**src/rtl/fdt_structure_token_parser_defines.svh**
```systemverilog
// Assertion macros shared by the structure token parser.
// Expects signals named clk and rst in the scope of use.
`ifndef FDT_STRUCTURE_TOKEN_PARSER_DEFINES_SVH
`define FDT_STRUCTURE_TOKEN_PARSER_DEFINES_SVH

// Same-cycle implication, disabled during reset.
`define FDTSP_ASSERT_IMPL(lbl, ante, cons) \
  lbl: assert property (@(posedge clk) disable iff (rst) (ante) |-> (cons)) \
    else $error("implication failed");

// Next-cycle implication, disabled during reset.
`define FDTSP_ASSERT_NEXT(lbl, ante, cons) \
  lbl: assert property (@(posedge clk) disable iff (rst) (ante) |=> (cons)) \
    else $error("next-cycle implication failed");

`endif

```
**src/rtl/fdtsp_pkg.sv**
```systemverilog
// Types, token codes and helpers for the structure token parser.
// No dependencies.
`default_nettype none
package fdtsp_pkg;

  localparam logic [31:0] TOK_BEGIN_NODE = 32'd1;
  localparam logic [31:0] TOK_END_NODE   = 32'd2;
  localparam logic [31:0] TOK_PROP       = 32'd3;
  localparam logic [31:0] TOK_NOP        = 32'd4;
  localparam logic [31:0] TOK_END        = 32'd9;
  localparam logic [31:0] BYTE_MASK      = 32'h0000_00FF;
  localparam logic [2:0]  WORD_BYTES     = 3'd4;

  typedef enum logic [2:0] {
    PH_TOKEN = 3'd0,
    PH_NAME  = 3'd1,
    PH_LEN   = 3'd2,
    PH_OFF   = 3'd3,
    PH_VALUE = 3'd4
  } phase_t;

  typedef enum logic [3:0] {
    EV_BEGIN   = 4'd0,
    EV_NAME    = 4'd1,
    EV_ENDNODE = 4'd2,
    EV_NOP     = 4'd3,
    EV_PROP    = 4'd4,
    EV_LEN     = 4'd5,
    EV_NAMEOFF = 4'd6,
    EV_VALUE   = 4'd7,
    EV_END     = 4'd8,
    EV_UNKNOWN = 4'd9,
    EV_IGNORED = 4'd10
  } event_t;

  typedef struct packed {
    logic        restart;
    logic [31:0] word;
  } in_item_t;

  typedef struct packed {
    logic [2:0]  value_bytes;
    logic [31:0] payload;
    event_t      event_res;
  } result_t;

  typedef struct packed {
    phase_t phase;
    logic   finished;
    logic   bytes_nz;
  } status_t;

  function automatic logic has_zero_byte(input logic [31:0] w);
    logic found;
    found = 1'b0;
    for (int i = 0; i < 4; i++) begin
      if (((w >> (8 * i)) & BYTE_MASK) == 32'd0) begin
        found = 1'b1;
      end
    end
    return found;
  endfunction

endpackage
`default_nettype wire

```
**src/rtl/fdtsp_in_stage.sv**
```systemverilog
// Input register of the structure token parser.
// Depends on fdtsp_pkg.
`default_nettype none
module fdtsp_in_stage
  import fdtsp_pkg::*;
(
  input  wire logic     clk,
  input  wire logic     rst,
  input  wire logic     s_tvalid,
  output logic          s_tready,
  input  wire in_item_t s_item,
  input  wire logic     adv,
  output logic          take,
  output in_item_t      item
);

  logic valid;

  assign s_tready = !valid || adv;
  assign take     = valid && adv;

  always_ff @(posedge clk) begin
    if (rst) begin
      valid <= 1'b0;
    end else if (s_tready) begin
      valid <= s_tvalid;
    end
  end

  always_ff @(posedge clk) begin
    if (s_tvalid && s_tready) begin
      item <= s_item;
    end
  end

endmodule
`default_nettype wire

```
**src/rtl/fdtsp_core.sv**
```systemverilog
// Parser state and word classification for the structure token parser.
// Depends on fdtsp_pkg.
`default_nettype none
module fdtsp_core
  import fdtsp_pkg::*;
(
  input  wire logic     clk,
  input  wire logic     rst,
  input  wire logic     take,
  input  wire in_item_t item,
  output result_t       result,
  output status_t       status
);

  phase_t      phase, phase_next, eff_phase;
  logic [31:0] bytes_left, bytes_left_next, eff_bytes;
  logic        finished, finished_next, eff_fin;
  logic [2:0]  chunk;

  // A restart clears the state before the word is looked at.
  assign eff_phase = item.restart ? PH_TOKEN : phase;
  assign eff_bytes = item.restart ? 32'd0 : bytes_left;
  assign eff_fin   = item.restart ? 1'b0 : finished;
  assign chunk     = (eff_bytes >= 32'd4) ? WORD_BYTES : eff_bytes[2:0];

  always_comb begin
    phase_next      = eff_phase;
    bytes_left_next = eff_bytes;
    finished_next   = eff_fin;
    if (!eff_fin) begin
      unique case (eff_phase)
        PH_NAME: begin
          if (has_zero_byte(item.word)) begin
            phase_next = PH_TOKEN;
          end
        end
        PH_LEN: begin
          bytes_left_next = item.word;
          phase_next      = PH_OFF;
        end
        PH_OFF: begin
          phase_next = (eff_bytes == 32'd0) ? PH_TOKEN : PH_VALUE;
        end
        PH_VALUE: begin
          bytes_left_next = eff_bytes - {29'd0, chunk};
          if (eff_bytes - {29'd0, chunk} == 32'd0) begin
            phase_next = PH_TOKEN;
          end
        end
        default: begin
          phase_next = PH_TOKEN;
          priority if (item.word == TOK_BEGIN_NODE) begin
            phase_next = PH_NAME;
          end else if (item.word == TOK_PROP) begin
            phase_next = PH_LEN;
          end else if (item.word == TOK_END_NODE || item.word == TOK_NOP) begin
            phase_next = PH_TOKEN;
          end else begin
            finished_next = 1'b1;
          end
        end
      endcase
    end
  end

  always_comb begin
    result.payload     = item.word;
    result.value_bytes = 3'd0;
    result.event_res   = EV_IGNORED;
    if (eff_fin) begin
      result.payload = 32'd0;
    end else begin
      unique case (eff_phase)
        PH_NAME:  result.event_res = EV_NAME;
        PH_LEN:   result.event_res = EV_LEN;
        PH_OFF:   result.event_res = EV_NAMEOFF;
        PH_VALUE: begin
          result.event_res   = EV_VALUE;
          result.value_bytes = chunk;
        end
        default: begin
          priority if (item.word == TOK_BEGIN_NODE) begin
            result.event_res = EV_BEGIN;
          end else if (item.word == TOK_END_NODE) begin
            result.event_res = EV_ENDNODE;
          end else if (item.word == TOK_PROP) begin
            result.event_res = EV_PROP;
          end else if (item.word == TOK_NOP) begin
            result.event_res = EV_NOP;
          end else if (item.word == TOK_END) begin
            result.event_res = EV_END;
          end else begin
            result.event_res = EV_UNKNOWN;
          end
        end
      endcase
    end
  end

  always_ff @(posedge clk) begin
    if (rst) begin
      phase      <= PH_TOKEN;
      bytes_left <= 32'd0;
      finished   <= 1'b0;
    end else if (take) begin
      phase      <= phase_next;
      bytes_left <= bytes_left_next;
      finished   <= finished_next;
    end
  end

  assign status.phase    = phase;
  assign status.finished = finished;
  assign status.bytes_nz = (bytes_left != 32'd0);

endmodule
`default_nettype wire

```
**src/rtl/fdtsp_out_stage.sv**
```systemverilog
// Result register of the structure token parser.
// Depends on fdtsp_pkg.
`default_nettype none
module fdtsp_out_stage
  import fdtsp_pkg::*;
(
  input  wire logic    clk,
  input  wire logic    rst,
  input  wire logic    take,
  input  wire result_t result,
  output logic         adv,
  output logic         m_tvalid,
  input  wire logic    m_tready,
  output result_t      res
);

  assign adv = !m_tvalid || m_tready;

  always_ff @(posedge clk) begin
    if (rst) begin
      m_tvalid <= 1'b0;
    end else if (adv) begin
      m_tvalid <= take;
    end
  end

  always_ff @(posedge clk) begin
    if (take) begin
      res <= result;
    end
  end

endmodule
`default_nettype wire

```
**src/rtl/fdt_structure_token_parser.sv**
```systemverilog
// Flattened device tree structure block token parser, top level.
// Labels each 32-bit structure word as a token, name word, length, offset or value.
// The input channel carries one big-endian word per transfer; tuser marks the
// first word of a new structure block and clears the parser state first.
// The output channel carries one result per input word: the event code, the
// word (or length, or string offset; zero for ignored words) and the count of
// valid bytes in a property value word.
// A result is registered: its word passes the input register and then the result
// register, and a receiver stall can hold it in either one.
// Throughput is one word per cycle unless the receiver stalls: the input register,
// a single pass of classification logic and the result register form a two-stage
// pipeline. When the receiver stalls, the result register holds its transfer; the
// input register takes one more word only if it is empty, and then tready drops.
// After an end token or an unknown tag every word is reported as ignored until
// a word arrives with the restart flag set.
// Reset clears both pipeline stages and returns the parser to expect a token.
// Depends on fdtsp_pkg, fdtsp_in_stage, fdtsp_core, fdtsp_out_stage and the assertion macros header.
`default_nettype none
`include "fdt_structure_token_parser_defines.svh"
module fdt_structure_token_parser
  import fdtsp_pkg::*;
(
  input  wire logic        clk,
  input  wire logic        rst,
  input  wire logic        s_tvalid,
  output logic             s_tready,
  input  wire logic [31:0] s_tdata,   // [31:0] word
  input  wire logic        s_tuser,   // [0] restart
  output logic             m_tvalid,
  input  wire logic        m_tready,
  output logic [39:0]      m_tdata    // [3:0] event_res, [35:4] payload,
                                      // [38:36] value_bytes, [39] zero
);

  in_item_t s_item, item;
  result_t  result, res;
  status_t  status;
  logic     adv, take;

  assign s_item.word    = s_tdata;
  assign s_item.restart = s_tuser;

  fdtsp_in_stage u_in (
    .clk     (clk),
    .rst     (rst),
    .s_tvalid(s_tvalid),
    .s_tready(s_tready),
    .s_item  (s_item),
    .adv     (adv),
    .take    (take),
    .item    (item)
  );

  fdtsp_core u_core (
    .clk   (clk),
    .rst   (rst),
    .take  (take),
    .item  (item),
    .result(result),
    .status(status)
  );

  fdtsp_out_stage u_out (
    .clk     (clk),
    .rst     (rst),
    .take    (take),
    .result  (result),
    .adv     (adv),
    .m_tvalid(m_tvalid),
    .m_tready(m_tready),
    .res     (res)
  );

  assign m_tdata = {1'b0, res};

  `FDTSP_ASSERT_IMPL(a_value_has_bytes, status.phase == PH_VALUE, status.bytes_nz)
  `FDTSP_ASSERT_NEXT(a_finished_ignores, take && !item.restart && status.finished,
                     m_tdata[3:0] == EV_IGNORED && m_tdata[35:4] == 32'd0)
  `FDTSP_ASSERT_IMPL(a_bytes_only_value, m_tvalid && m_tdata[38:36] != 3'd0,
                     m_tdata[3:0] == EV_VALUE)

endmodule
`default_nettype wire

```
**config.mk**
```make
export PLATFORM = sky130hd
export DESIGN_NAME = fdt_structure_token_parser
export DESIGN_NICKNAME = d
export VERILOG_FILES = /design/src/rtl/fdtsp_pkg.sv /design/src/rtl/fdtsp_in_stage.sv /design/src/rtl/fdtsp_core.sv /design/src/rtl/fdtsp_out_stage.sv /design/src/rtl/fdt_structure_token_parser.sv
export VERILOG_INCLUDE_DIRS = /design/src /design/src/rtl
export SDC_FILE = /design/constraint.sdc
export NUM_CORES = 1
export LEC_CHECK = 0
export BUFFER_PORTS_ARGS = -buffer_cell sky130_fd_sc_hd__buf_2
export CORE_AREA = 2 2 87 123
export DETAILED_ROUTE_END_ITERATION = 8
export DIE_AREA = 0 0 89 125
export PLACE_DENSITY = 0.78
export RECOVER_POWER = 100
export SLEW_MARGIN = 40
export SYNTH_ARGS = -nofsm -noshare
export SYNTH_HDL_FRONTEND = slang
export SYNTH_SLANG_ARGS = --single-unit
```
**constraint.sdc**
```tcl
create_clock -name clk -period 3.35 [get_ports clk]
set_clock_uncertainty 0.1 [all_clocks]
set_input_delay 0.335 -clock clk [delete_from_list [all_inputs] [get_ports clk]]
set_output_delay 0.335 -clock clk [all_outputs]
set_load 0.05 [all_outputs]
```
==> flow_summary_export.csv <==
group,metric,value,unit
timing,fin_crit_sh,0.936,
power_and_ir_drop,power,0.00322,W
floorplan,die_area,11100,um^2
final_layout,final_common_cell,"edfxtp_1",
yosys,avgSynthCellArea,9.66,um^2
setup_path,crit_fanout,8,
setup_path,setup.worst_path.class,"reg -> reg",
routing,via_per_inst,6.40,
floorplan,die_w,89,um
floorplan,row_count,44,
grt,grt_use_total,0.311,
timing,final_max_slew_viol_count,0,
place,io_buffers,77,
setup_path,r2r-start,"u_core.bytes_left[6]",
floorplan,start_util,0.563,
setup_path,crit_arrival,3240,ps
grt,grt_pass1_vias,4977,
cts,clock-sinks,110,
timing,maxSlewHeadroom,0.115,
floorplan,dieHeight,125,um
floorplan,io_pins,79,
grt,antenna_found_initial,0,
yosys,synth_seq_cells,110,
power_and_ir_drop,max-vdd-ir-drop,0.000328,V
timing,fin_tns_setup,0,ps
yosys,netlist_area,5700,um^2
routing,drc,0,
grt,grt_start_max_net_pins,56,
yosys,synth_edf_count,72,
cts,cts_tree,"built",
yosys,synth_warnings,0,
min_path,hold_class,"in -> reg",
final_layout,area_growth,14.8,%
timing,max_freq,0.319,GHz
timing,worstMarginPinSlew,1330,ps
routing,vias,5181,
final_layout,finalNetCount,704,
timing,grt_setup_unrepaired,"false",
routing,drtIter0Drc,578,
min_path,min_from,"s_tdata[11]",
final_layout,drive_above_1_share,0.136,
grt,grt_overflow,0,
cts,cts_hold_buffers,0,
timing,fin_crit,3130,ps
cts,cts_made_buffers,9,
cts,max-clock-path-buffers,2,
timing,hold_viol,0,
routing,ant_nets,0,
cts,htreeDepth,3,
power_and_ir_drop,power_leakage,2.31,nW
yosys,synthFlopType,"edfxtp_1",
place,place_hpwl,12300,um
yosys,async_flop_share,0,
timing,final-setup-viol-count,0,
cts,clock_latency,360,ps
setup_path,critical_path.startpoint,"u_core.bytes_left[6]",
routing,wl_per_cell,20.7,um
floorplan,core_area,10100,um^2
yosys,synthCells,590,
final_layout,antennaDiodeCount,0,
setup_path,crit_path_end_kind,"register",
setup_path,crit_path_start_kind,"register",
cts,clk_pin_slew_worst_paths,70,ps
routing,drt_wl_total,16700,um
status,status,"finished, final reports clean",
cts,cts_root_buf,"clkbuf_16",
routing,dr.pass1.iters,6,
yosys,yosysSeqAreaShare,0.513,
yosys,synth.distinct_cells,69,
grt,grt_first_pass_wirelength,26300,um
setup_path,cp.required,3450,ps
power_and_ir_drop,p_per_area,493,nW/um^2
place,globalplace.congestion,1.06,
final_layout,final_cell_mix,"72 x edfxtp_1, 70 x nor2_1, 50 x clkbuf_1, 39 x nor2b_1",
job,maxCapViolCount,0,
cells by family (layout without fill, tap and decap cells):
group	Yosys count	in the layout	share of synthesized area
simple gates	247	247	0.228
compound gates	165	165	0.200
flops	110	110	0.513
buf+inv	54	134	0.0367
xor+xnor	11	11	0.0169
fa+ha+maj	1	1	0.00220
other cells	1	2	0.000658
mux	1	1	0.00176
cells in the mapped netlist (5+ instances only):
| cell type | number | area, um^2 |
|---|---|---|
| a221oi_1 | 6 | 52.6 |
| o31ai_1 | 9 | 67.6 |
| a311oi_1 | 6 | 52.6 |
| edfxtp_1 | 72 | 2160 |
| or4_1 | 7 | 52.6 |
| a22oi_1 | 21 | 158 |
| a21oi_1 | 35 | 175 |
| a211oi_1 | 9 | 67.6 |
| nor4_1 | 17 | 106 |
| o21ai_0 | 22 | 110 |
| dfxtp_1 | 38 | 761 |
| a31oi_1 | 10 | 62.6 |
| nor2_1 | 71 | 267 |
| nor2b_1 | 40 | 250 |
| or3_1 | 11 | 68.8 |
| a22o_1 | 8 | 70.1 |
| nand2b_1 | 5 | 31.3 |
| nand2_1 | 38 | 143 |
| o21ai_1 | 6 | 30.0 |
| nor3_1 | 23 | 115 |
| nand3_1 | 10 | 50.1 |
| clkbuf_1 | 44 | 165 |
| xnor2_1 | 8 | 70.1 |
metal layers:
| metal | vias up | global-route usage | part of all wire |
|---|---|---|---|
| li1 | 2382 | - | - |
| met2 | 284 | 0.504 | 0.50 |
| met3 | 63 | 0.0607 | 0.075 |
| met4 | 0 | 0.156 | 0.054 |
| met1 | 2452 | 0.388 | 0.38 |
| met5 | - | 0 | 0 |
path summary, 6_finish.rpt:
kind / endpoint / slack (ps) / cells past startpoint
min: u_in.item[11] / 50 / 1
max: u_core.phase[2] / 220 / 9
max reg2reg: u_core.phase[2] / 220 / 9
min reg2reg: u_core.bytes_left[0] / 430 / 2
flip-flops by register name (all words and copies together) (netlist names):
name,cells
u_core.bytes_left,32
u_out.m_tvalid,1
u_in.valid,1
u_in.item,33
u_core.phase,3
u_out.res,39
u_core.finished,1
worst max-delay path: stages (launching register included):
cell	delay [ps]
dfxtp_1	400
nor4_4	390
nand4_2	240
o41a_1	500
nand2_1	80
ha_1	150
or4b_1	520
a2111oi_2	300
and4_1	230
a311oi_1	70
per-stage QoR:
step	util	hold slack (ps)	area, um^2	instances	worst slack (ps)
floorplan	-	334	5700	591	426
global placement	0.625	405	6340	792	251
detailed placement	0.626	411	6340	792	242
CTS	0.653	45.0	6620	808	222
global route	0.646	36.9	6540	809	2.61
finish	0.646	50.6	6540	809	216
power by group:
| group | total, W | switching, W | internal, W |
|---|---|---|---|
| Clock | 0.00101 | 0.000503 | 0.000512 |
| Sequential | 0.00156 | 0.0000487 | 0.00151 |
| Combinational | 0.000643 | 0.000423 | 0.000220 |
what timing repair did:
item,in CTS,in global routing
endpoints found under the setup margin,0,1
setup buffers,0,0
gates resized for setup,0,1
endpoints found under the hold margin,0,0
layout make-up:
| class | instances | area (um^2) |
|---|---|---|
| multi-input combinational | 427 | 2580 |
| clock buffer | 10 | 229 |
| inverter | 6 | 22.5 |
| clock inverter | 6 | 47.5 |
| tap | 138 | 173 |
| sequential | 110 | 2920 |
| fill | 907 | 3590 |
| timing repair buffer | 112 | 564 |
No activity file was read; power rests on OpenSTA's default activity.
